### src/rtl/assert_macros.svh
// Assertion macros for RTL files that check themselves; the top level includes them.
`ifndef ASSERT_MACROS_SVH
`define ASSERT_MACROS_SVH

// Checked only while out of reset.
`define SOH_ASSERT(name, prop, msg) \
    name: assert property (@(posedge clk) disable iff (!rst_n) prop) else $error(msg);

// Checked during reset too.
`define SOH_ASSERT_ALWAYS(name, prop, msg) \
    name: assert property (@(posedge clk) prop) else $error(msg);

`endif

### src/rtl/soh_pkg.sv
// Types, constants and the arctangent table of the stick octant quantizer.
package soh_pkg;

    localparam int AXIS_BITS     = 16;
    localparam int ANGLE_BITS    = 16;
    localparam int CORDIC_STAGES = 24;
    localparam int STAGE_W       = $clog2(CORDIC_STAGES);
    localparam int FRAC_BITS     = 32;
    localparam int TURN_W        = 32;
    localparam int DATA_W        = AXIS_BITS + 2 + FRAC_BITS;
    localparam int SQ_W          = 2 * AXIS_BITS - 1;
    localparam int RADIUS_W      = 15;
    localparam int MARGIN_W      = 14;
    localparam int MAG_W         = (2 * AXIS_BITS > 2 * RADIUS_W) ? 2 * AXIS_BITS
                                                                  : 2 * RADIUS_W;
    localparam int HOLD_W        = ((ANGLE_BITS > MARGIN_W) ? ANGLE_BITS : MARGIN_W) + 2;
    localparam int OCT_W         = 4;
    localparam int OCT_IDX_W     = 3;
    localparam int CFG_IDX_W     = 1;
    localparam int CFG_DATA_W    = 15;

    localparam logic [CFG_IDX_W-1:0] REG_NEUTRAL_RADIUS = 1'd0;
    localparam logic [CFG_IDX_W-1:0] REG_HYST_MARGIN    = 1'd1;

    localparam logic [RADIUS_W-1:0] RADIUS_RESET = 15'd8192;
    localparam logic [MARGIN_W-1:0] MARGIN_RESET = 14'd455;

    localparam logic [OCT_W-1:0] OCT_NEUTRAL = 4'd0;
    localparam logic [OCT_W-1:0] OCT_MAX     = 4'd8;

    typedef struct packed {
        logic [RADIUS_W-1:0] neutral_radius;
        logic [MARGIN_W-1:0] hysteresis_margin;
    } cfg_t;

    typedef struct packed {
        logic                neutral;
        logic [DATA_W-1:0]   x;
        logic [DATA_W-1:0]   y;
        logic [TURN_W-1:0]   acc;
    } cordic_t;

    // Arctangent of 2^-i in 2^-32 turn units.
    function automatic logic [TURN_W-1:0] atan_turn(input logic [STAGE_W-1:0] idx);
        logic [TURN_W-1:0] t;
        case (idx)
            STAGE_W'(0):  t = 32'h2000_0000;
            STAGE_W'(1):  t = 32'h12E4_051D;
            STAGE_W'(2):  t = 32'h09FB_385B;
            STAGE_W'(3):  t = 32'h0511_11D4;
            STAGE_W'(4):  t = 32'h028B_0D43;
            STAGE_W'(5):  t = 32'h0145_D7E1;
            STAGE_W'(6):  t = 32'h00A2_F61E;
            STAGE_W'(7):  t = 32'h0051_7C55;
            STAGE_W'(8):  t = 32'h0028_BE53;
            STAGE_W'(9):  t = 32'h0014_5F2E;
            STAGE_W'(10): t = 32'h000A_2F98;
            STAGE_W'(11): t = 32'h0005_17CC;
            STAGE_W'(12): t = 32'h0002_8BE6;
            STAGE_W'(13): t = 32'h0001_45F3;
            STAGE_W'(14): t = 32'h0000_A2F9;
            STAGE_W'(15): t = 32'h0000_517C;
            STAGE_W'(16): t = 32'h0000_28BE;
            STAGE_W'(17): t = 32'h0000_145F;
            STAGE_W'(18): t = 32'h0000_0A30;
            STAGE_W'(19): t = 32'h0000_0518;
            STAGE_W'(20): t = 32'h0000_028C;
            STAGE_W'(21): t = 32'h0000_0146;
            STAGE_W'(22): t = 32'h0000_00A3;
            STAGE_W'(23): t = 32'h0000_0051;
            default:      t = '0;
        endcase
        return t;
    endfunction

endpackage

### src/rtl/soh_prep.sv
// Front stages: squared magnitude against the neutral radius, half-plane fold, scaling.
module soh_prep import soh_pkg::*;
(
    input  logic                        clk,
    input  logic                        rst_n,
    input  logic                        advance,
    input  logic                        in_valid,
    input  logic signed [AXIS_BITS-1:0] axis_x,
    input  logic signed [AXIS_BITS-1:0] axis_y,
    input  cfg_t                        cfg,
    output logic                        out_valid,
    output cordic_t                     out_data
);

    logic                       a_valid_reg;
    logic [SQ_W-1:0]            a_sq_x_reg;
    logic [SQ_W-1:0]            a_sq_y_reg;
    logic [2*RADIUS_W-1:0]      a_r2_reg;
    logic signed [AXIS_BITS:0]  a_x_reg;
    logic signed [AXIS_BITS:0]  a_y_reg;
    logic                       a_neg_reg;

    logic                       b_valid_reg;
    cordic_t                    b_data_reg;

    logic signed [2*AXIS_BITS-1:0] prod_x;
    logic signed [2*AXIS_BITS-1:0] prod_y;
    logic [2*RADIUS_W-1:0]         prod_r;
    logic signed [AXIS_BITS:0]     ext_x;
    logic signed [AXIS_BITS:0]     ext_y;
    logic [MAG_W-1:0]              mag;
    cordic_t                       b_data_next;

    always_comb
    begin
        prod_x = axis_x * axis_x;
        prod_y = axis_y * axis_y;
        prod_r = {{RADIUS_W{1'b0}}, cfg.neutral_radius} *
                 {{RADIUS_W{1'b0}}, cfg.neutral_radius};
        ext_x  = {axis_x[AXIS_BITS-1], axis_x};
        ext_y  = {axis_y[AXIS_BITS-1], axis_y};
    end

    always_ff @(posedge clk or negedge rst_n)
    begin
        if (!rst_n)
        begin
            a_valid_reg <= 1'b0;
        end
        else if (advance)
        begin
            a_valid_reg <= in_valid;
        end
    end

    // Fold the left half-plane onto the right; a folded sample starts its turn at a half turn.
    always_ff @(posedge clk)
    begin
        if (advance)
        begin
            a_sq_x_reg <= prod_x[SQ_W-1:0];
            a_sq_y_reg <= prod_y[SQ_W-1:0];
            a_r2_reg   <= prod_r;
            a_neg_reg  <= axis_x[AXIS_BITS-1];
            a_x_reg    <= axis_x[AXIS_BITS-1] ? -ext_x : ext_x;
            a_y_reg    <= axis_x[AXIS_BITS-1] ? -ext_y : ext_y;
        end
    end

    always_comb
    begin
        mag                 = MAG_W'(a_sq_x_reg) + MAG_W'(a_sq_y_reg);
        b_data_next.neutral = (mag <= MAG_W'(a_r2_reg));
        b_data_next.x       = {a_x_reg[AXIS_BITS], a_x_reg, {FRAC_BITS{1'b0}}};
        b_data_next.y       = {a_y_reg[AXIS_BITS], a_y_reg, {FRAC_BITS{1'b0}}};
        b_data_next.acc     = {a_neg_reg, {(TURN_W-1){1'b0}}};
    end

    always_ff @(posedge clk or negedge rst_n)
    begin
        if (!rst_n)
        begin
            b_valid_reg <= 1'b0;
        end
        else if (advance)
        begin
            b_valid_reg <= a_valid_reg;
        end
    end

    always_ff @(posedge clk)
    begin
        if (advance)
        begin
            b_data_reg <= b_data_next;
        end
    end

    assign out_valid = b_valid_reg;
    assign out_data  = b_data_reg;

endmodule

### config.mk
export PLATFORM = sky130hd
export DESIGN_NAME = soh_prep
export DESIGN_NICKNAME = d
export VERILOG_FILES = /design/src/rtl/assert_macros.svh /design/src/rtl/soh_pkg.sv /design/src/rtl/soh_prep.sv
export SDC_FILE = /design/constraint.sdc
export NUM_CORES = 2
export LEC_CHECK = 0
export BUFFER_PORTS_ARGS = -buffer_cell sky130_fd_sc_hd__buf_2
export CAP_MARGIN = 20
export CORE_ASPECT_RATIO = 1.4
export CORE_UTILIZATION = 64
export DETAILED_ROUTE_END_ITERATION = 8
export PLACE_DENSITY = 0.83
export SLEW_MARGIN = 20
export SYNTH_ARGS = -nofsm -noshare
export SYNTH_HDL_FRONTEND = slang
export SYNTH_SLANG_ARGS = --single-unit
### constraint.sdc
create_clock -name clk -period 5.5 [get_ports clk]
set_input_delay 0.55 -clock clk [delete_from_list [all_inputs] [get_ports clk]]
set_output_delay 0.55 -clock clk [all_outputs]
set_load 0.01 [all_outputs]
==> results.json <==
{
  "ios": 199,
  "slew_violations": 2,
  "reg2reg_to": "out_data[132]",
  "yosys_register_bits": 160,
  "core-area_sq_um": 48900,
  "clock-root-buffer": "clkbuf_16",
  "critPathRequiredTime_ps": 5760,
  "ant_nets": 0,
  "synth_flop_cell": "edfxtp_1",
  "holdPathStages": 2,
  "num_vias": 28800,
  "antenna_found_initial": 12,
  "synth_cell_types": 71,
  "route.detailed.drc": 3,
  "fin_crit_sh_pct": 121,
  "worst_slack_ps": -1130,
  "initial_core_util_pct": 64.8,
  "min_from": "in_valid",
  "fin_nets": 4881,
  "cts_tree": "yes",
  "run_status": "finished, violations left",
  "layout-drive-gt1-share_pct": 29.3,
  "holdCritPathClass": "input port to register",
  "grtUsageTotal_pct": 40.8,
  "path_cells": "buf_4 -> buf_4 -> nand2_1 -> fa_1 -> inv_1 -> ha_1 -> inv_1 -> fa_1 -> fa_1 -> inv_1 -> fa_1 -> inv_1 -> fa_1 -> inv_1 -> ha_4 -> a21o_1 -> a211oi_2 -> o21ai_1 -> and3_1 -> a41o_1 -> o41a_1 -> a211o_1 -> a21oi_2 -> xnor2_1",
  "clkTransAtPathRegs_ps": 70,
  "post_drt_wl_per_cell_microns": 26.0,
  "clk_latency_ps": 560,
  "mostFrequentLayoutCell": "inv_1",
  "max_freq_mhz": 151,
  "ys_async_sr_fraction_pct": 1.25,
  "min_period_ps": 6630,
  "critPathMaxStageDelay_ps": 690,
  "crit_family": "adder cells",
  "ys_top_cells_by_area": "fa_1 (38%), edfxtp_1 (15%), ha_1 (13%)",
  "setup_violations": 43,
  "largest_reg_flops": 36,
  "cts_buffers": 17,
  "rsz0062_at_grt": "yes",
  "setup.worst_path.start_class": "input port",
  "first_global_vias": 30300,
  "crit_type": "input port to register",
  "portBuffers": 89,
  "r2r_setup_slack_ps": -160,
  "critPathMaxFanout": 13,
  "cts_max_path_buffers": 2,
  "die_area_sq_um": 50400,
  "syn_inst": 3244,
  "dp_cells": 4419,
  "clkSinkCount": 160,
  "ys_warn_count": 0,
  "final_cells": 4549,
  "via_per_inst": 6.33,
  "fin_util_pct": 81.6,
  "crit_buf_inv": 7,
  "synth_edf_count": 158,
  "r2r-start": "a_sq_x_reg[4]",
  "dp_hpwl_microns": 65400,
  "grt_max_degree": 57,
  "fin_area_sq_um": 39900,
  "dr.pass1.iters": 9,
  "placed_cell_area_sq_um": 36800,
  "worst_pin_slew_ps": 1840,
  "fp.dieH_microns": 265,
  "end_kind": "register",
  "reg2regPathDepth": 19,
  "yosysTopAreaCellShare_pct": 37.7,
  "synth_area_per_cell_sq_um": 9.76,
  "yosysSeqAreaShare_pct": 15.1,
  "worst_path_max_delay_cell": "fa_1",
  "max_slew_margin_pct": -24.2,
  "drtIter0Drc": 3930,
  "yosys.area.top_type": "fa_1",
  "netlist_area_sq_um": 31700,
  "violations": "DRC, capacitance limit, slew limit, setup timing",
  "rows": 96,
  "hold_end": "a_valid_reg",
  "hold_viol": 0,
  "skew_ps": 46.9,
  "layout_common_cells": "inv_1 (789), buf_4 (559), fa_1 (541)",
  "fp.dieW_microns": 190,
  "cap_violations": 1,
  "grt_pass1_wl_microns": 154000,
  "ctsHtreeMaxLevel": 4,
  "crit_arrival_ps": 6890,
  "gr-total-overflow": 0,
  "gp_congestion": 0.946,
  "area_delta_synth_final_pct": 26.1,
  "routed_wl_microns": 118000
}
[synthesized netlist by cell type (5+ instances only)]
library cell  number
buf_4             97
xnor2_1          133
or4_1              5
o21a_1            18
and2_1           100
a221oi_1           6
mux2_2             5
o21ai_1           10
o21ai_0           52
fa_1             597
nand2_1          255
or3_1              5
o31ai_1           12
nand4_1            8
a211oi_1          12
nor2_1           129
or2_2              7
a21o_1            56
a21oi_1           95
and4_1             5
buf_1              7
a211o_1            7
clkinv_1           8
a31oi_1            5
ha_1             326
and3_1            10
xor2_1            32
nand3_1           22
o21bai_1          24
nand2b_1          16
nor2b_1           12
clkbuf_1          68
inv_1            867
nor3_1            19
edfxtp_1         158
[worst max-delay path by stage]
stage	startpoint	depth (start not counted)	end	slack, ps
detailed placement	axis_x[5]	24	a_sq_x_reg[27]	-1020
floorplan	axis_x[8]	24	a_sq_x_reg[29]	-710
global route	axis_x[4]	24	a_sq_x_reg[27]	-1390
finish	axis_x[4]	24	a_sq_x_reg[27]	-1130
global placement	axis_x[5]	24	a_sq_x_reg[29]	-930
CTS	axis_x[11]	22	a_sq_x_reg[27]	-360
[cells by family after synthesis]
logic type	Yosys count	synth area share [%]
xor gates and xnor gates	165	4.56
muxes	6	0.209
buffers and inverters	1050	13.6
AOI/OAI and AO/OA	335	6.98
adders and majority gates	923	50.6
other	1	0.0118
DFF	160	15.1
and+or+nand+nor	604	8.85
[layout make-up]
class / instances / area [sq um]
Multi-Input combinational cell: 2129 / 24600
Fill cell: 2305 / 8970
Timing Repair Buffer: 708 / 5830
Sequential cell: 160 / 4790
Inverter: 877 / 3350
Tap cell: 637 / 797
Clock buffer: 18 / 429
Clock inverter: 13 / 128
Antenna cell: 7 / 17.5
[per-stage QoR]
stage	setup WS, ps	hold slack, ps	setup TNS, ps
2_1_floorplan	-705	254	-8650
4_1_cts	-359	304	-4000
3_3_place_gp	-931	336	-26920
3_5_place_dp	-1020	337	-32030
5_1_grt	-1390	299	-31250
6_report	-1130	275	-23910
[worst reg2reg max path, stage by stage (launching register included)]
cell and delay [ps]:
edfxtp_1 480, ha_1 390, o21a_1 250, nor2b_1 240
o211ai_1 220, a21oi_1 320, nor2_1 160, o21ai_1 460
a21o_1 200, a21oi_1 70, xnor2_1 370, ha_1 230
and3_1 200, nand3_1 110, or4_1 610, nor3_2 230
a41oi_2 270, a221oi_2 390, nand4_1 180, o21ai_1 130
[per-layer routing]
layer	wire length, microns	GRT usage, %	vias up	part of all wire, %
li1	-	-	11000	-
met1	33600	40.4	13600	28
met2	54100	68.5	2787	46
met3	15600	12.9	1378	13
met4	14500	35.8	16	12
met5	237	0.0986	-	0.20
[timing repair]
| action | 4_1_cts | 5_1_grt |
|---|---|---|
| pin swaps | 138 | 187 |
| setup endpoints to repair | 36 | 52 |
| hold endpoints to repair | 2 | 0 |
| resized for setup | 261 | 258 |
| buffers inserted | 46 | 48 |
| cloned | 2 | 0 |
| hold buffers | 1 | 0 |
Power is not shown: default switching activity piles up to over one toggle a cycle in this logic, so the estimate is an artifact.
