`config.mk`:
```
export PLATFORM = sky130hd
export DESIGN_NAME = soh_cell
export DESIGN_NICKNAME = d
export VERILOG_FILES = /design/src/rtl/assert_macros.svh /design/src/rtl/soh_pkg.sv /design/src/rtl/soh_cell.sv
export SDC_FILE = /design/constraint.sdc
export NUM_CORES = 1
export LEC_CHECK = 0
export ABC_AREA = 1
export BUFFER_PORTS_ARGS = -buffer_cell sky130_fd_sc_hd__buf_4
export CORE_MARGIN = 2
export CORE_UTILIZATION = 53
export DETAILED_ROUTE_END_ITERATION = 8
export GPL_TIMING_DRIVEN = 0
export MAX_ROUTING_LAYER = met4
export PLACE_DENSITY = 0.82
export SETUP_SLACK_MARGIN = 0.1
export SYNTH_ARGS = -nofsm -noshare
export SYNTH_HDL_FRONTEND = slang
export SYNTH_SLANG_ARGS = --single-unit
```
`constraint.sdc`:
```
create_clock -name clk -period 0.9 [get_ports clk]
set_input_delay 0.09 -clock clk [delete_from_list [all_inputs] [get_ports clk]]
set_output_delay 0.09 -clock clk [all_outputs]
set_load 0.02 [all_outputs]
```
`src/rtl/assert_macros.svh`:
```
// Assertion macros for RTL files that check themselves; the top level includes them.
`ifndef ASSERT_MACROS_SVH
`define ASSERT_MACROS_SVH

// Checked only while out of reset.
`define SOH_ASSERT(name, prop, msg) \
    name: assert property (@(posedge clk) disable iff (!rst_n) prop) else $error(msg);

// Checked during reset too.
`define SOH_ASSERT_ALWAYS(name, prop, msg) \
    name: assert property (@(posedge clk) prop) else $error(msg);

`endif

```
`src/rtl/soh_pkg.sv`:
```
// Types, constants and the arctangent table of the stick octant quantizer.
package soh_pkg;

    localparam int AXIS_BITS     = 16;
    localparam int ANGLE_BITS    = 16;
    localparam int CORDIC_STAGES = 24;
    localparam int STAGE_W       = $clog2(CORDIC_STAGES);
    localparam int FRAC_BITS     = 32;
    localparam int TURN_W        = 32;
    localparam int DATA_W        = AXIS_BITS + 2 + FRAC_BITS;
    localparam int SQ_W          = 2 * AXIS_BITS - 1;
    localparam int RADIUS_W      = 15;
    localparam int MARGIN_W      = 14;
    localparam int MAG_W         = (2 * AXIS_BITS > 2 * RADIUS_W) ? 2 * AXIS_BITS
                                                                  : 2 * RADIUS_W;
    localparam int HOLD_W        = ((ANGLE_BITS > MARGIN_W) ? ANGLE_BITS : MARGIN_W) + 2;
    localparam int OCT_W         = 4;
    localparam int OCT_IDX_W     = 3;
    localparam int CFG_IDX_W     = 1;
    localparam int CFG_DATA_W    = 15;

    localparam logic [CFG_IDX_W-1:0] REG_NEUTRAL_RADIUS = 1'd0;
    localparam logic [CFG_IDX_W-1:0] REG_HYST_MARGIN    = 1'd1;

    localparam logic [RADIUS_W-1:0] RADIUS_RESET = 15'd8192;
    localparam logic [MARGIN_W-1:0] MARGIN_RESET = 14'd455;

    localparam logic [OCT_W-1:0] OCT_NEUTRAL = 4'd0;
    localparam logic [OCT_W-1:0] OCT_MAX     = 4'd8;

    typedef struct packed {
        logic [RADIUS_W-1:0] neutral_radius;
        logic [MARGIN_W-1:0] hysteresis_margin;
    } cfg_t;

    typedef struct packed {
        logic                neutral;
        logic [DATA_W-1:0]   x;
        logic [DATA_W-1:0]   y;
        logic [TURN_W-1:0]   acc;
    } cordic_t;

    // Arctangent of 2^-i in 2^-32 turn units.
    function automatic logic [TURN_W-1:0] atan_turn(input logic [STAGE_W-1:0] idx);
        logic [TURN_W-1:0] t;
        case (idx)
            STAGE_W'(0):  t = 32'h2000_0000;
            STAGE_W'(1):  t = 32'h12E4_051D;
            STAGE_W'(2):  t = 32'h09FB_385B;
            STAGE_W'(3):  t = 32'h0511_11D4;
            STAGE_W'(4):  t = 32'h028B_0D43;
            STAGE_W'(5):  t = 32'h0145_D7E1;
            STAGE_W'(6):  t = 32'h00A2_F61E;
            STAGE_W'(7):  t = 32'h0051_7C55;
            STAGE_W'(8):  t = 32'h0028_BE53;
            STAGE_W'(9):  t = 32'h0014_5F2E;
            STAGE_W'(10): t = 32'h000A_2F98;
            STAGE_W'(11): t = 32'h0005_17CC;
            STAGE_W'(12): t = 32'h0002_8BE6;
            STAGE_W'(13): t = 32'h0001_45F3;
            STAGE_W'(14): t = 32'h0000_A2F9;
            STAGE_W'(15): t = 32'h0000_517C;
            STAGE_W'(16): t = 32'h0000_28BE;
            STAGE_W'(17): t = 32'h0000_145F;
            STAGE_W'(18): t = 32'h0000_0A30;
            STAGE_W'(19): t = 32'h0000_0518;
            STAGE_W'(20): t = 32'h0000_028C;
            STAGE_W'(21): t = 32'h0000_0146;
            STAGE_W'(22): t = 32'h0000_00A3;
            STAGE_W'(23): t = 32'h0000_0051;
            default:      t = '0;
        endcase
        return t;
    endfunction

endpackage

```
`src/rtl/soh_cell.sv`:
```
// One CORDIC vectoring cell: a single micro-rotation toward the x axis.
module soh_cell import soh_pkg::*;
(
    input  logic               clk,
    input  logic               rst_n,
    input  logic               advance,
    input  logic [STAGE_W-1:0] stage,
    input  logic               in_valid,
    input  cordic_t            in_data,
    output logic               out_valid,
    output cordic_t            out_data
);

    logic                     valid_reg;
    cordic_t                  data_reg;
    cordic_t                  data_next;
    logic signed [DATA_W-1:0] dx;
    logic signed [DATA_W-1:0] dy;
    logic [TURN_W-1:0]        turn;

    always_comb
    begin
        dx   = $signed(in_data.y) >>> stage;
        dy   = $signed(in_data.x) >>> stage;
        turn = atan_turn(stage);
        data_next.neutral = in_data.neutral;
        // Rotate clockwise while y is non-negative, otherwise counter-clockwise.
        if (!in_data.y[DATA_W-1])
        begin
            data_next.x   = in_data.x + dx;
            data_next.y   = in_data.y - dy;
            data_next.acc = in_data.acc + turn;
        end
        else
        begin
            data_next.x   = in_data.x - dx;
            data_next.y   = in_data.y + dy;
            data_next.acc = in_data.acc - turn;
        end
    end

    always_ff @(posedge clk or negedge rst_n)
    begin
        if (!rst_n)
        begin
            valid_reg <= 1'b0;
        end
        else if (advance)
        begin
            valid_reg <= in_valid;
        end
    end

    always_ff @(posedge clk)
    begin
        if (advance)
        begin
            data_reg <= data_next;
        end
    end

    assign out_valid = valid_reg;
    assign out_data  = data_reg;

endmodule

```
==> impl_metrics.json, run 1 <==
{
  "yosysWarnings": 0,
  "haltStage": "global routing",
  "fp.dieW_um": 210,
  "synth_top_area_frac": 0.191,
  "h-tree-depth": 4,
  "syn_avg_cell_area_um2": 6.01,
  "die_y_um": 210,
  "syn_area_um2": 22500,
  "synth.distinct_cells": 59,
  "rows": 75,
  "ios": 276,
  "seq_area_frac_synth": 0.179,
  "grt_overflow": 415,
  "synth-edff-count": 133,
  "endpoint_type": "sequential cell input",
  "dp_hpwl_mm": 94.3,
  "io_buffers": 270,
  "outcome": "aborted with a tool error",
  "stop_error": "[ERROR GRT-0232] Routing congestion too high. Check the congestion heatmap in the GUI.",
  "syn_nets": 4028,
  "grt_usage": 0.873,
  "synthArstFlopShare": 0.00746,
  "start_util": 0.536,
  "placed_cell_area_um2": 26300,
  "grt_start_max_net_pins": 83,
  "synth_top_area_cell": "nand2_1",
  "synthFlopType": "edfxtp_1",
  "preCtsSetupSlack_ns": -4.39,
  "grt_worst_setup_endpoint": "out_data[129]$_DFFE_PP_/D",
  "synth_area_leaders": "nand2_1 19%, edfxtp_1 18%, nand3_1 14%",
  "gp_congestion": 1.19,
  "root_buffer": "clkbuf_16",
  "cts_sinks": 134,
  "synth_cells": 3744,
  "clock_path_buffers": 2,
  "ys_ff_latch": 134,
  "numCtsBuffers": 17
}
[layer usage]
layer  track usage  overflow
met1         0.887        51
met2         0.965       217
met3         0.754        46
met4         0.836       101
met5             -         -
[cell families after synthesis]
group	count (synthesis)	synth area share
compound gates	472	0.121
xor+xnor	209	0.0814
fa+ha+maj	142	0.0800
buf+inv	497	0.0915
flops	134	0.179
mux	1	0.000501
simple gates	2289	0.447
[stage by stage]
stage / hold slack [ns] / cells
2_1_floorplan: -0.206 / 3744
3_3_place_gp: -0.135 / 4553
3_5_place_dp: -0.133 / 4554
4_1_cts: -0.0673 / 4702
[what timing repair did]
action | 4_1_cts
pin swaps | 123
gates resized for setup | 625
hold buffers | 5
setup endpoints to repair | 322
buffers inserted | 111
hold endpoints to repair | 6
[synth_stat cells, types with 8 or more instances]
| library cell | instances |
|---|---|
| nand3_1 | 619 |
| nand3_2 | 29 |
| and3_1 | 9 |
| inv_1 | 339 |
| a31oi_1 | 54 |
| nor3_1 | 20 |
| xor2_1 | 144 |
| inv_2 | 27 |
| nand2_1 | 1143 |
| a21oi_1 | 176 |
| nand2_4 | 10 |
| o21a_1 | 19 |
| o21ai_0 | 114 |
| o31ai_1 | 8 |
| clkbuf_1 | 24 |
| o21bai_1 | 11 |
| buf_1 | 26 |
| buf_2 | 55 |
| xnor2_1 | 65 |
| nor2_1 | 331 |
| buf_4 | 15 |
| o21ai_2 | 11 |
| nand4_1 | 46 |
| nor2_2 | 24 |
| edfxtp_1 | 133 |
| nor4_1 | 8 |
| ha_1 | 139 |
| o211ai_1 | 10 |
| nor2_4 | 9 |
| nand2_2 | 28 |
| o21ai_1 | 29 |
==> inputs of run 2 (changes only) <==
- CORE_UTILIZATION: 53 -> 38
- MAX_ROUTING_LAYER: met4 -> not set
- PLACE_DENSITY: 0.82 -> not set
- PLACE_DENSITY_LB_ADDON: not set -> 0.15
- SETUP_SLACK_MARGIN: 0.1 -> not set
==> run 2 against run 1 <==
  * The flow now finishes, with violations (negative hold slack, negative setup slack)
  * Synthesized cell count is the same
  * Area after synthesis stayed put
==> impl_metrics.json, run 2 <==
{
  "outcome": "finished with violations",
  "violations": "negative hold slack, negative setup slack",
  "grt-busiest-layer": "met2",
  "p_seq_frac": 0.188,
  "finalNetCount": 4515,
  "intPower_w": 0.0269,
  "worstPathArrival_ns": 4.32,
  "dp_hpwl_mm": 102,
  "synth-edff-count": 133,
  "start_util": 0.382,
  "period_minus_slack_ns": 4.08,
  "cts_tree": "built",
  "largest_reg_flops": 133,
  "vias_per_cell": 5.97,
  "totalPowerFinal_w": 0.0526,
  "synthFlopType": "edfxtp_1",
  "hp-class": "primary input to flop",
  "drc": 0,
  "setup_violations": 267,
  "slew_viol_final": 0,
  "synthArstFlopShare": 0.00746,
  "io_buffers": 270,
  "end_kind": "flop",
  "fin_crit_sh": 4.53,
  "power_frac_comb": 0.667,
  "ctsHoldBuffers": 5,
  "rows": 89,
  "final_common_cell": "nand2_1",
  "maxSlewHeadroom": 0.0916,
  "areaGrowthSynthToFinish_pct": 50.1,
  "setup-tns-final_ns": -363.93,
  "synth_area_leaders": "nand2_1 19%, edfxtp_1 18%, nand3_1 14%",
  "path_clk_slew_ns": 0.07,
  "die_area_um2": 61100,
  "startpoint_type": "primary input",
  "yosysWarnings": 0,
  "syn_avg_cell_area_um2": 6.01,
  "max_stage_delay_ns": 0.34,
  "ios": 276,
  "syn_nets": 4028,
  "fin_skew_ns": 0,
  "finalHoldWorstSlack_ns": -0.0885,
  "clock_path_buffers": 2,
  "synth.distinct_cells": 59,
  "synth_most_common_cell": "nand2_1",
  "clockPowerShare": 0.145,
  "met1_usage": 0.568,
  "max_freq_mhz": 245,
  "worst_slack_ns": -3.18,
  "crit_top_cell": "nand2_2",
  "ant_nets": 0,
  "cap_violations": 0,
  "rsz0062_at_grt": "true",
  "synth_top_area_cell": "nand2_1",
  "num_vias": 30000,
  "gr-usage-met2": 0.594,
  "use_met3": 0.111,
  "die_y_um": 247,
  "preCtsSetupSlack_ns": -4.85,
  "wirelength_mm": 132,
  "peakVddDrop_mv": 1.61,
  "cp_max_fo": 10,
  "ys_ff_latch": 134,
  "syn_area_um2": 22500,
  "cp_slowest_cell": "a221oi_4",
  "criticalPathCategory": "primary input to flop",
  "grt_overflow": 0,
  "grt_start_max_net_pins": 82,
  "gp_congestion": 1.08,
  "synth_commonest_cells": "1,143 x nand2_1, 619 x nand3_1, 339 x inv_1, 331 x nor2_1, 176 x a21oi_1",
  "drive_gt1_frac": 0.390,
  "clkLatencyLatePin_ns": 0.49,
  "numCtsBuffers": 17,
  "wire_per_inst_um": 26.3,
  "max_slew.worst_pin.slew_ns": 1.36,
  "cellPowerDensity_nw_per_um2": 1560,
  "root_buffer": "clkbuf_16",
  "p_leak_nw": 15.3,
  "r2r_setup_slack_ns": 0.13,
  "grt_pass1_wl_mm": 184,
  "required_ns": 1.14,
  "synth_top_area_frac": 0.191,
  "layout_common_cells": "923 x nand2_1, 455 x buf_4, 388 x nand3_1",
  "power.switching_w": 0.0257,
  "drtPass1Iterations": 6,
  "antenna_found_initial": 2,
  "fp.dieW_um": 247,
  "finalHoldViolCount": 3,
  "cts_sinks": 134,
  "grt_pass1_vias": 27300,
  "h-tree-depth": 4,
  "seq_area_frac_synth": 0.179,
  "drt_iter0_markers": 3215,
  "coreArea_um2": 58800,
  "swShare": 0.488,
  "grt_usage": 0.415,
  "synth_cells": 3744
}
==> run 2: cell counts after synthesis <==
Identical to the previous run, type by type.
==> run 2: layout make-up <==
class | count | area (um^2)
Inverter | 369 | 1430
Timing Repair inverter | 1 | 8.76
Multi-Input combinational cell | 3114 | 21600
Fill cell | 5833 | 25100
Antenna cell | 1 | 2.50
Clock buffer | 18 | 429
Clock inverter | 14 | 175
Timing Repair Buffer | 466 | 3780
Tap cell | 773 | 967
Sequential cell | 134 | 4020
Buffer | 128 | 1280
==> run 2: power groups by stage <==
stage               Sequential (W)  Clock (W)  Combinational [W]
floorplan                   0.0122          0             0.0156
global placement           0.00999          0             0.0274
detailed placement          0.0100          0             0.0274
CTS                        0.00992    0.00780             0.0309
global route                0.0101    0.00799             0.0372
finish                     0.00989    0.00762             0.0351
==> run 2: final timing paths <==
path | start | to | cells after the start
setup / recovery | stage[0] | out_data[131] | 30
setup reg to reg | out_valid | out_valid | 1
hold reg to reg | out_valid | out_valid | 1
min in group asynchronous | rst_n | out_valid | 3
max in group asynchronous | rst_n | out_valid | 3
hold / removal | in_data[32] | out_data[32] | 2
==> run 2: critical path, delay by kind of cell <==
kind / cells / cell delay (ns)
AOI/OAI and AO/OA: 3 / 0.89
adders and majority gates: 1 / 0.21
and+or+nand+nor: 18 / 2.09
buffers and inverters: 8 / 1.02
==> run 2: through the flow <==
stage               utilization  hold WS (ns)  instance area (um^2)  cells
floorplan                     -        -0.206                 23600   3744
global placement          0.453        -0.134                 26600   4787
detailed placement        0.453        -0.133                 26600   4788
CTS                       0.528        -0.104                 31000   4936
global route              0.574       -0.0822                 33700   5017
finish                    0.574       -0.0885                 33700   5018
==> run 2: kinds of logic (layout without fill, tap and decap cells) <==
family	count (synthesis)	after routing	share of synthesized area
simple gates	2289	2290	0.447
buf+inv	497	996	0.0915
compound gates	472	472	0.121
xor+xnor	209	209	0.0814
fa+ha+maj	142	142	0.0800
flops	134	134	0.179
mux	1	1	0.000501
other cells	0	1	0
==> run 2: timing repair <==
item	4_1_cts	5_1_grt
pin swaps	174	193
hold endpoints to repair	7	3
cloned	6	1
setup endpoints to repair	267	267
setup buffers	106	81
resized for setup	708	479
==> run 2: routing by layer <==
metal,vias up,routed length (um)
li1,13500,-
met4,2,8290
met1,14300,54200
met2,1815,53500
met5,-,52
met3,368,16000
No activity file was read; power rests on OpenSTA's default activity.
