<file path="src/rtl/assert_macros.svh">
// Assertion macros for RTL files that check themselves; the top level includes them.
`ifndef ASSERT_MACROS_SVH
`define ASSERT_MACROS_SVH

// Checked only while out of reset.
`define SOH_ASSERT(name, prop, msg) \
    name: assert property (@(posedge clk) disable iff (!rst_n) prop) else $error(msg);

// Checked during reset too.
`define SOH_ASSERT_ALWAYS(name, prop, msg) \
    name: assert property (@(posedge clk) prop) else $error(msg);

`endif

</file>
<file path="src/rtl/soh_pkg.sv">
// Types, constants and the arctangent table of the stick octant quantizer.
package soh_pkg;

    localparam int AXIS_BITS     = 16;
    localparam int ANGLE_BITS    = 16;
    localparam int CORDIC_STAGES = 24;
    localparam int STAGE_W       = $clog2(CORDIC_STAGES);
    localparam int FRAC_BITS     = 32;
    localparam int TURN_W        = 32;
    localparam int DATA_W        = AXIS_BITS + 2 + FRAC_BITS;
    localparam int SQ_W          = 2 * AXIS_BITS - 1;
    localparam int RADIUS_W      = 15;
    localparam int MARGIN_W      = 14;
    localparam int MAG_W         = (2 * AXIS_BITS > 2 * RADIUS_W) ? 2 * AXIS_BITS
                                                                  : 2 * RADIUS_W;
    localparam int HOLD_W        = ((ANGLE_BITS > MARGIN_W) ? ANGLE_BITS : MARGIN_W) + 2;
    localparam int OCT_W         = 4;
    localparam int OCT_IDX_W     = 3;
    localparam int CFG_IDX_W     = 1;
    localparam int CFG_DATA_W    = 15;

    localparam logic [CFG_IDX_W-1:0] REG_NEUTRAL_RADIUS = 1'd0;
    localparam logic [CFG_IDX_W-1:0] REG_HYST_MARGIN    = 1'd1;

    localparam logic [RADIUS_W-1:0] RADIUS_RESET = 15'd8192;
    localparam logic [MARGIN_W-1:0] MARGIN_RESET = 14'd455;

    localparam logic [OCT_W-1:0] OCT_NEUTRAL = 4'd0;
    localparam logic [OCT_W-1:0] OCT_MAX     = 4'd8;

    typedef struct packed {
        logic [RADIUS_W-1:0] neutral_radius;
        logic [MARGIN_W-1:0] hysteresis_margin;
    } cfg_t;

    typedef struct packed {
        logic                neutral;
        logic [DATA_W-1:0]   x;
        logic [DATA_W-1:0]   y;
        logic [TURN_W-1:0]   acc;
    } cordic_t;

    // Arctangent of 2^-i in 2^-32 turn units.
    function automatic logic [TURN_W-1:0] atan_turn(input logic [STAGE_W-1:0] idx);
        logic [TURN_W-1:0] t;
        case (idx)
            STAGE_W'(0):  t = 32'h2000_0000;
            STAGE_W'(1):  t = 32'h12E4_051D;
            STAGE_W'(2):  t = 32'h09FB_385B;
            STAGE_W'(3):  t = 32'h0511_11D4;
            STAGE_W'(4):  t = 32'h028B_0D43;
            STAGE_W'(5):  t = 32'h0145_D7E1;
            STAGE_W'(6):  t = 32'h00A2_F61E;
            STAGE_W'(7):  t = 32'h0051_7C55;
            STAGE_W'(8):  t = 32'h0028_BE53;
            STAGE_W'(9):  t = 32'h0014_5F2E;
            STAGE_W'(10): t = 32'h000A_2F98;
            STAGE_W'(11): t = 32'h0005_17CC;
            STAGE_W'(12): t = 32'h0002_8BE6;
            STAGE_W'(13): t = 32'h0001_45F3;
            STAGE_W'(14): t = 32'h0000_A2F9;
            STAGE_W'(15): t = 32'h0000_517C;
            STAGE_W'(16): t = 32'h0000_28BE;
            STAGE_W'(17): t = 32'h0000_145F;
            STAGE_W'(18): t = 32'h0000_0A30;
            STAGE_W'(19): t = 32'h0000_0518;
            STAGE_W'(20): t = 32'h0000_028C;
            STAGE_W'(21): t = 32'h0000_0146;
            STAGE_W'(22): t = 32'h0000_00A3;
            STAGE_W'(23): t = 32'h0000_0051;
            default:      t = '0;
        endcase
        return t;
    endfunction

endpackage

</file>
<file path="src/rtl/soh_decide.sv">
// Back stages: angle rounding, nearest octant, hysteresis against the held octant.
module soh_decide import soh_pkg::*;
(
    input  logic             clk,
    input  logic             rst_n,
    input  logic             advance,
    input  logic             in_valid,
    input  cordic_t          in_data,
    input  cfg_t             cfg,
    output logic             out_valid,
    output logic [OCT_W-1:0] octant,
    output logic [OCT_W-1:0] candidate_octant
);

    localparam logic [TURN_W-1:0]     ROUND_BIT = TURN_W'(1) << (TURN_W - 1 - ANGLE_BITS);
    localparam logic [ANGLE_BITS-1:0] HALF_OCT  = ANGLE_BITS'(1) << (ANGLE_BITS - 4);

    logic                    r1_valid_reg;
    logic                    r1_neutral_reg;
    logic [ANGLE_BITS-1:0]   r1_angle_reg;
    logic [OCT_IDX_W-1:0]    r1_cand_reg;

    logic                    out_valid_reg;
    logic [OCT_W-1:0]        octant_reg;
    logic [OCT_W-1:0]        cand_reg;
    logic [OCT_W-1:0]        last_octant_reg;
    logic [OCT_W-1:0]        last_octant_next;

    logic [TURN_W-1:0]       acc_round;
    logic [ANGLE_BITS-1:0]   angle;
    logic [ANGLE_BITS-1:0]   angle_shift;

    logic [OCT_W-1:0]        cand_oct;
    logic [OCT_W-1:0]        last_m1;
    logic [ANGLE_BITS-1:0]   centre;
    logic [ANGLE_BITS-1:0]   diff;
    logic [ANGLE_BITS:0]     other;
    logic [ANGLE_BITS:0]     wrap_dist;
    logic                    hold;
    logic [OCT_W-1:0]        result;

    always_comb
    begin
        acc_round   = in_data.acc + ROUND_BIT;
        angle       = acc_round[TURN_W-1 -: ANGLE_BITS];
        angle_shift = angle + HALF_OCT;
    end

    always_ff @(posedge clk or negedge rst_n)
    begin
        if (!rst_n)
        begin
            r1_valid_reg <= 1'b0;
        end
        else if (advance)
        begin
            r1_valid_reg <= in_valid;
        end
    end

    always_ff @(posedge clk)
    begin
        if (advance)
        begin
            r1_neutral_reg <= in_data.neutral;
            r1_angle_reg   <= angle;
            r1_cand_reg    <= angle_shift[ANGLE_BITS-1 -: OCT_IDX_W];
        end
    end

    // Wrapped distance from the held octant's centre decides whether to keep it.
    always_comb
    begin
        cand_oct  = OCT_W'(r1_cand_reg) + OCT_W'(1);
        last_m1   = last_octant_reg - OCT_W'(1);
        centre    = {last_m1[OCT_IDX_W-1:0], {(ANGLE_BITS-OCT_IDX_W){1'b0}}};
        diff      = r1_angle_reg - centre;
        other     = (ANGLE_BITS+1)'(1) << ANGLE_BITS;
        other     = other - {1'b0, diff};
        wrap_dist = ({1'b0, diff} < other) ? {1'b0, diff} : other;
        hold      = (last_octant_reg != OCT_NEUTRAL) &&
                    (HOLD_W'(wrap_dist) <= HOLD_W'(HALF_OCT) + HOLD_W'(cfg.hysteresis_margin));
        if (r1_neutral_reg)
        begin
            result = OCT_NEUTRAL;
        end
        else if (hold)
        begin
            result = last_octant_reg;
        end
        else
        begin
            result = cand_oct;
        end
        last_octant_next = last_octant_reg;
        if (advance && r1_valid_reg)
        begin
            last_octant_next = result;
        end
    end

    always_ff @(posedge clk or negedge rst_n)
    begin
        if (!rst_n)
        begin
            out_valid_reg   <= 1'b0;
            last_octant_reg <= OCT_NEUTRAL;
        end
        else
        begin
            last_octant_reg <= last_octant_next;
            if (advance)
            begin
                out_valid_reg <= r1_valid_reg;
            end
        end
    end

    always_ff @(posedge clk)
    begin
        if (advance)
        begin
            octant_reg <= result;
            cand_reg   <= r1_neutral_reg ? OCT_NEUTRAL : cand_oct;
        end
    end

    assign out_valid        = out_valid_reg;
    assign octant           = octant_reg;
    assign candidate_octant = cand_reg;

endmodule

</file>
<file path="config.mk">
export PLATFORM = sky130hd
export DESIGN_NAME = soh_decide
export DESIGN_NICKNAME = d
export VERILOG_FILES = /design/src/rtl/assert_macros.svh /design/src/rtl/soh_pkg.sv /design/src/rtl/soh_decide.sv
export SDC_FILE = /design/constraint.sdc
export NUM_CORES = 1
export LEC_CHECK = 0
export BUFFER_PORTS_ARGS = -buffer_cell sky130_fd_sc_hd__buf_2
export CORE_MARGIN = 4
export CORE_UTILIZATION = 43
export CTS_CLUSTER_DIAMETER = 200
export DETAILED_ROUTE_END_ITERATION = 10
export PLACE_DENSITY = 0.82
export SLEW_MARGIN = 20
export SYNTH_ARGS = -nofsm -noshare
export SYNTH_HDL_FRONTEND = slang
export SYNTH_SLANG_ARGS = --single-unit
</file>
<file path="constraint.sdc">
create_clock -name clk -period 6.9 [get_ports clk]
set_input_delay 1.38 -clock clk [delete_from_list [all_inputs] [get_ports clk]]
set_output_delay 1.38 -clock clk [all_outputs]
set_load 0.03 [all_outputs]
</file>
==> impl_metrics.toml, run 1 <==
[outcome]
run_status = "finished, final reports clean"

[logic_synthesis]
synth_nets = 442
ys_ff_latch = 34
async_flop_share_pct = 17.65
postSynthCellCount = 243
synthFlopType = "edfxtp_1"
seq_area_frac_synth_pct = 37.34
yosysUniqueCellTypes = 56
synth_area_leader_cell = "edfxtp_1"
yosys_warnings = 0
synth_area_leaders = "edfxtp_1, ha_1, dfrtp_1"
avgSynthCellArea_um2 = 10.92
syn-cell-area_um2 = 2654
synth_edf_count = 28
synth_top_area_share_pct = 31.68

[setup_path]
worst-r2r-cell-count = 17
critPathMaxFanout = 13
crit_path_end_kind = "register"
r2r_end = "last_octant_reg[0]$_DFFE_PN0P_"
cp.required_ns = 7.07
worst_ep_arrival_time_ns = 6.06
startpoint = "r1_angle_reg[5]$_DFFE_PP_"
worstSetupPathType = "register to register"
rr_startpoint = "r1_angle_reg[5]$_DFFE_PP_"
startpoint_type = "register"
endpoint = "last_octant_reg[0]$_DFFE_PN0P_"
ff2ff_setup_slack_ns = 1.00

[job]
cap_violations = 0

[layout]
drive_above_1_share_pct = 26.53
fin_area_um2 = 3048
final_cells = 369
num_antenna_cells = 0
nets = 492
largest_reg_flops = 16
syn_to_final_growth_pct = 14.85

[die]
die_area_um2 = 7493
die_h_um = 86.56
pin_count = 175
num_rows = 28
die_width_um = 86.56
start_util_pct = 44.56
core_um2 = 5956

[drt]
vias = 1946
post_drt_wl_per_cell_um = 13.50
dr.pass1.iters = 5
drt_iter0_markers = 175
drt-total-wl_mm = 4.982
via_per_inst = 5.274
final_antenna_net_count = 0
drc = 0

[sta]
fmax_mhz = 169.6
hold_violations = 0
relSlewSlack_pct = 55.29
drv_slew = 0
period_share_pct = 85.45
finClkSkew_ns = 0.005183
fin_setup_tns_ns = 0
fin_crit_ns = 5.896
tightest_slew_ns = 0.6706
rsz0062_at_grt = "false"
setup_viol = 0

[clocking]
post_cts_buffers = 0
cts-root-buf = "clkbuf_8"
postCtsHoldBufs = 0
numCtsBuffers = 5
insertion_delay_ns = 0.28
htreeDepth = 2
cts_tree = "done"
cts.sinks = 34
clkTransAtPathRegs_ns = 0.07
cts-root-to-sink-buffers = 2
cts_resized = 0

[global_routing]
grt_antenna_before_repair = 0
grtUsageTotal_pct = 14.42
grt_pass1_vias = 1960
grt_remaining_overflow = 0
grt_first_pass_wirelength_mm = 8.638
grt_max_degree = 33

[power]
power.density_nw_per_um2 = 546.2
ir_worst_vdd_mv = 0.2394
cellLeakagePower_nw = 1.315

[place]
placed_cell_area_um2 = 2963
gp_congestion = 0.8128
place_inst = 361
io_buffer_count = 44
hpwl_mm = 4.100

[hold_path]
hold_class = "register to register"
worst max-delay path, stage by stage (launching register included):
cell and delay [ns]:
edfxtp_1 0.49, or4_2 0.70, or4_1 0.49, ha_1 0.33
a2111oi_0 0.49, a2111o_1 0.25, o2111ai_2 0.20, nand2_1 0.43
mux2_2 0.40, ha_1 0.30, nand3_1 0.10, o21bai_1 0.11
a31oi_1 0.10, o31a_2 0.34, o31ai_1 0.37, o211ai_4 0.20
and3_4 0.24, a22o_1 0.23
layout make-up:
class                      count  area (µm²)
clock buffer                   5       68.82
clock inverter                 3       16.27
fill                         550        2908
inverter                      24       90.09
multi-input combinational    184        1568
sequential                    34       991.0
tap                           75       93.84
timing repair buffer          44       220.2
where the power goes:
part           leakage [nW]  switching (mW)  internal (mW)
sequential            0.355          0.0239          0.262
clock                0.0416          0.0674         0.0689
combinational         0.918           0.684          0.559
total                  1.31           0.775          0.890
synthesized netlist by cell type (4+ instances only):
cell,number
a21oi_1,5
a22o_1,4
dfrtp_1,6
edfxtp_1,28
ha_1,32
inv_1,24
mux2_2,7
nand2_1,10
nand3_1,10
nand4_1,7
nor2_1,20
o21ai_0,4
or3_1,4
xnor2_1,15
xor2_1,12
metrics by stage:
step	setup WS (ns)	hold WS [ns]	total power, mW	util [%]
final	1.004	0.5212	1.665	51.18
after global routing	0.6780	0.5496	1.849	51.18
after CTS	1.008	0.5197	1.675	51.18
after detailed placement	1.036	0.5011	1.533	49.75
after global placement	1.200	0.4872	1.468	49.75
after floorplan	1.717	0.4868	1.297	-
logic make-up (layout without fill, tap and decap cells):
group	Yosys count	count (layout)	synth area share [%]
AO/OA/AOI/OAI	33	33	10.70
adder cells (fa/ha/maj)	33	33	15.84
AND/OR/NAND/NOR	78	78	17.87
buffers and inverters	25	76	3.583
flip-flops	34	34	37.34
multiplexers	11	11	4.526
XOR/XNOR	29	29	10.14
how the worst min path moves through the flow:
stage,slack [ns],cells after the start,to,from
after floorplan,0.49,1,last_octant_reg[1]$_DFFE_PN0P_,last_octant_reg[1]$_DFFE_PN0P_
after global placement,0.49,1,out_valid$_DFFE_PN0P_,out_valid$_DFFE_PN0P_
after detailed placement,0.50,1,out_valid$_DFFE_PN0P_,out_valid$_DFFE_PN0P_
after CTS,0.52,1,out_valid$_DFFE_PN0P_,out_valid$_DFFE_PN0P_
after global routing,0.55,1,out_valid$_DFFE_PN0P_,out_valid$_DFFE_PN0P_
final,0.52,1,out_valid$_DFFE_PN0P_,out_valid$_DFFE_PN0P_
routing by layer:
| metal | wire length (µm) | vias up | global-route usage, % |
|---|---|---|---|
| li1 | - | 1000 | - |
| met4 | 100 | 0 | 5.949 |
| met1 | 2223 | 883 | 17.87 |
| met3 | 250 | 9 | 2.757 |
| met5 | 0 | - | 0 |
| met2 | 2408 | 54 | 24.55 |
placed cells by master (no fill, tap or decap), types with 3 or more instances in the layout:
master    Yosys  routed
nand2_1      10      10
xnor2_1      15      15
ha_1         32      32
a21oi_1       5       5
xor2_1       12      12
mux2i_1       3       3
nand3_1      10      10
dfrtp_1       6       6
edfxtp_1     28      28
nor3_1        3       3
buf_2         1      44
o21ai_0       4       4
or3_1         4       4
mux2_2        7       7
and3_1        3       3
nor2b_1       3       3
clkbuf_8      0       5
a22o_1        4       4
nand4_1       7       7
nor2_1       20      20
inv_1        24      24
(Power assumes the default switching activity.)
==> run 2, diff against run 1 <==
--- a/config.mk
+++ b/config.mk
@@ -5,12 +5,13 @@
 export SDC_FILE = /design/constraint.sdc
 export NUM_CORES = 1
 export LEC_CHECK = 0
+export ABC_AREA = 1
 export BUFFER_PORTS_ARGS = -buffer_cell sky130_fd_sc_hd__buf_2
 export CORE_MARGIN = 4
-export CORE_UTILIZATION = 43
+export CORE_UTILIZATION = 44
 export CTS_CLUSTER_DIAMETER = 200
 export DETAILED_ROUTE_END_ITERATION = 10
-export PLACE_DENSITY = 0.82
+export PLACE_DENSITY = 0.83
 export SLEW_MARGIN = 20
 export SYNTH_ARGS = -nofsm -noshare
 export SYNTH_HDL_FRONTEND = slang
==> run 2 against run 1 <==
Compared with the run above: utilization rose by 1.5 points; count of clock-buffer cells in the layout unchanged; critical path depth increased by 17; critical endpoint is now octant[1]$_DFFE_PP_; area after synthesis up 11%; synthesized cell count grew 47%.
==> impl_metrics.toml, run 2 <==
[outcome]
run_status = "finished, final reports clean"

[global_routing]
grt_max_degree = 32
grt_pass1_vias = 2422
grtUsageTotal_pct = 14.48
grt_antenna_before_repair = 0
grt_remaining_overflow = 0
grt_first_pass_wirelength_mm = 10.05

[logic_synthesis]
synth_top_area_share_pct = 28.61
synth_mux_area_share_pct = 1.149
ys_ff_latch = 34
synth_edf_count = 28
syn-cell-area_um2 = 2939
synth_compound_area_share_pct = 4.002
synth_nets = 557
postSynthCellCount = 358
yosys-top-cells-count = "nand2_1, inv_1, ha_1"
synth-simple-area-share_pct = 29.89
yosys_warnings = 0
synth_area_leaders = "edfxtp_1, ha_1, nand2_1"
synth_top_family_by_area = "simple AND/OR/NAND/NOR gates"
synth_most_common_cell = "nand2_1"
synth_area_leader_cell = "edfxtp_1"
async_flop_share_pct = 17.65
seq_area_frac_synth_pct = 33.72
synth_xor_area_share_pct = 7.450
yosys.area_share.adder_pct = 14.30
avgSynthCellArea_um2 = 8.210
yosysUniqueCellTypes = 33
synthFlopType = "edfxtp_1"

[setup_path]
crit_path_end_kind = "register"
slowest_stage = "a21oi_1"
critPathMaxFanout = 19
r2r_end = "octant[1]$_DFFE_PP_"
worst-r2r-cell-count = 34
rr_startpoint = "last_octant_reg[0]$_DFFE_PN0P_"
crit_top_cell = "nand2_1"
cp.required_ns = 7.02
ff2ff_setup_slack_ns = 1.75
critPathMaxStageDelay_ns = 0.47
worst_ep_arrival_time_ns = 5.27
startpoint_type = "register"
worstSetupPathType = "register to register"

[sta]
fin_setup_tns_ns = 0
rsz0062_at_grt = "false"
fin_crit_ns = 5.146
finClkSkew_ns = 0.01209
hold_violations = 0
tightest_slew_ns = 0.6679
setup_viol = 0
drv_slew = 0
worst_slack_ns = 1.754
relSlewSlack_pct = 55.47
fmax_mhz = 194.3
period_share_pct = 74.58

[place]
placed_cell_area_um2 = 3247
gp_congestion = 0.8175
hpwl_mm = 4.596
io_buffer_count = 44
dp_worst_setup_slack_ns = 1.795

[drt]
post_drt_wl_per_cell_um = 11.63
drt_iter0_markers = 127
wl_met2_mm = 2.855
drt-total-wl_mm = 5.640
via_per_inst = 4.965
drc = 0
vias = 2408
dr.pass1.iters = 4
dr_wl_met3_um = 252
final_antenna_net_count = 0
drt-met1-wl_mm = 2.420
top_layer = "met4"

[power]
cellLeakagePower_nw = 1.722
ir_worst_vdd_mv = 0.2200
power.density_nw_per_um2 = 427.5
power_mw = 1.447

[die]
pin_count = 175
core_um2 = 6422
start_util_pct = 45.76
die_area_um2 = 8051
die_h_um = 89.73
num_rows = 29
die_width_um = 89.73

[layout]
final_common_cell = "nand2_1"
postLayoutCoreUtil_pct = 52.70
nets = 606
fin_area_um2 = 3385
mostFrequentLayoutCells = "nand2_1, inv_1, buf_2, ha_1, edfxtp_1"
largest_reg_flops = 16
n_fill_cell = 569
regArea_um2 = 991.0
num_antenna_cells = 0
multi_input_area_um2 = 1669
drive_above_1_share_pct = 22.55
syn_to_final_growth_pct = 15.16

[clocking]
clkTransAtPathRegs_ns = 0.08
cts.sinks = 34
cts_resized = 0
postCtsHoldBufs = 0
cts-root-buf = "clkbuf_8"
cts_tree = "done"
htreeDepth = 2
post_cts_buffers = 0
insertion_delay_ns = 0.28
cts-root-to-sink-buffers = 2
numCtsBuffers = 5

[hold_path]
min_path_cells = 1
hold_class = "register to register"
hold_path_end = "r1_valid_reg$_DFFE_PN0P_"
min_from = "r1_valid_reg$_DFFE_PN0P_"

[job]
cap_violations = 0
[run 2: cell types whose count changed in the layout (fill, tap and decap cells not counted), moves of 7 or more]
cell     before  now
nor2_2        0    9
inv_1        24   66
nand3_1      10   17
a21oi_1       5   14
nand2_2       0    7
nand2_1      10   79
[run 2: worst max-delay path: cells and delay by family (launching register included)]
family | cells | cell delay (ns)
AOI/OAI and AO/OA | 2 | 0.70
xor gates and xnor gates | 1 | 0.15
adders and majority gates | 4 | 1.36
buffers and inverters | 5 | 0.34
DFF | 1 | 0.40
and+or+nand+nor | 22 | 2.02
[run 2: per-stage QoR]
stage	instances	hold slack (ns)
after floorplan	358	0.4708
after global placement	477	0.4908
after detailed placement	477	0.5042
after CTS	485	0.5224
after global routing	485	0.5434
final	485	0.5264
[run 2: worst max path at each step]
| stage | startpoint | end | slack (ns) |
|---|---|---|---|
| after floorplan | last_octant_reg[0]$_DFFE_PN0P_ | octant[0]$_DFFE_PP_ | 2.52 |
| after global placement | last_octant_reg[0]$_DFFE_PN0P_ | octant[0]$_DFFE_PP_ | 2.01 |
| after detailed placement | last_octant_reg[0]$_DFFE_PN0P_ | octant[1]$_DFFE_PP_ | 1.79 |
| after CTS | last_octant_reg[0]$_DFFE_PN0P_ | octant[1]$_DFFE_PP_ | 1.76 |
| after global routing | last_octant_reg[0]$_DFFE_PN0P_ | last_octant_reg[3]$_DFFE_PN0P_ | 1.28 |
| final | last_octant_reg[0]$_DFFE_PN0P_ | octant[1]$_DFFE_PP_ | 1.75 |
[run 2: area by class of cell]
cell class	instances	area share, %
Timing Repair Buffer	44	6.506
Sequential cell	34	29.28
Multi-Input combinational cell	250	49.32
Inverter	72	7.985
Clock buffer	5	2.033
Tap cell	77	2.847
Clock inverter	3	2.033
[run 2: layer usage]
layer	track usage [%]	up-vias
met4	6.130	0
li1	-	1241
met1	17.20	1076
met3	1.920	16
met5	0	-
met2	26.19	75
[run 2: cell families (layout without fill, tap and decap cells)]
logic type / after synthesis / after routing
multiplexers: 3 / 3
adder cells (fa/ha/maj): 33 / 33
XOR/XNOR: 25 / 25
AND/OR/NAND/NOR: 167 / 167
buffers and inverters: 74 / 124
flip-flops: 34 / 34
AO/OA/AOI/OAI: 22 / 22
[run 2: power breakdown]
part	internal (mW)	switching, mW
sequential	0.258	0.0239
combinational	0.361	0.586
clock	0.145	0.0734
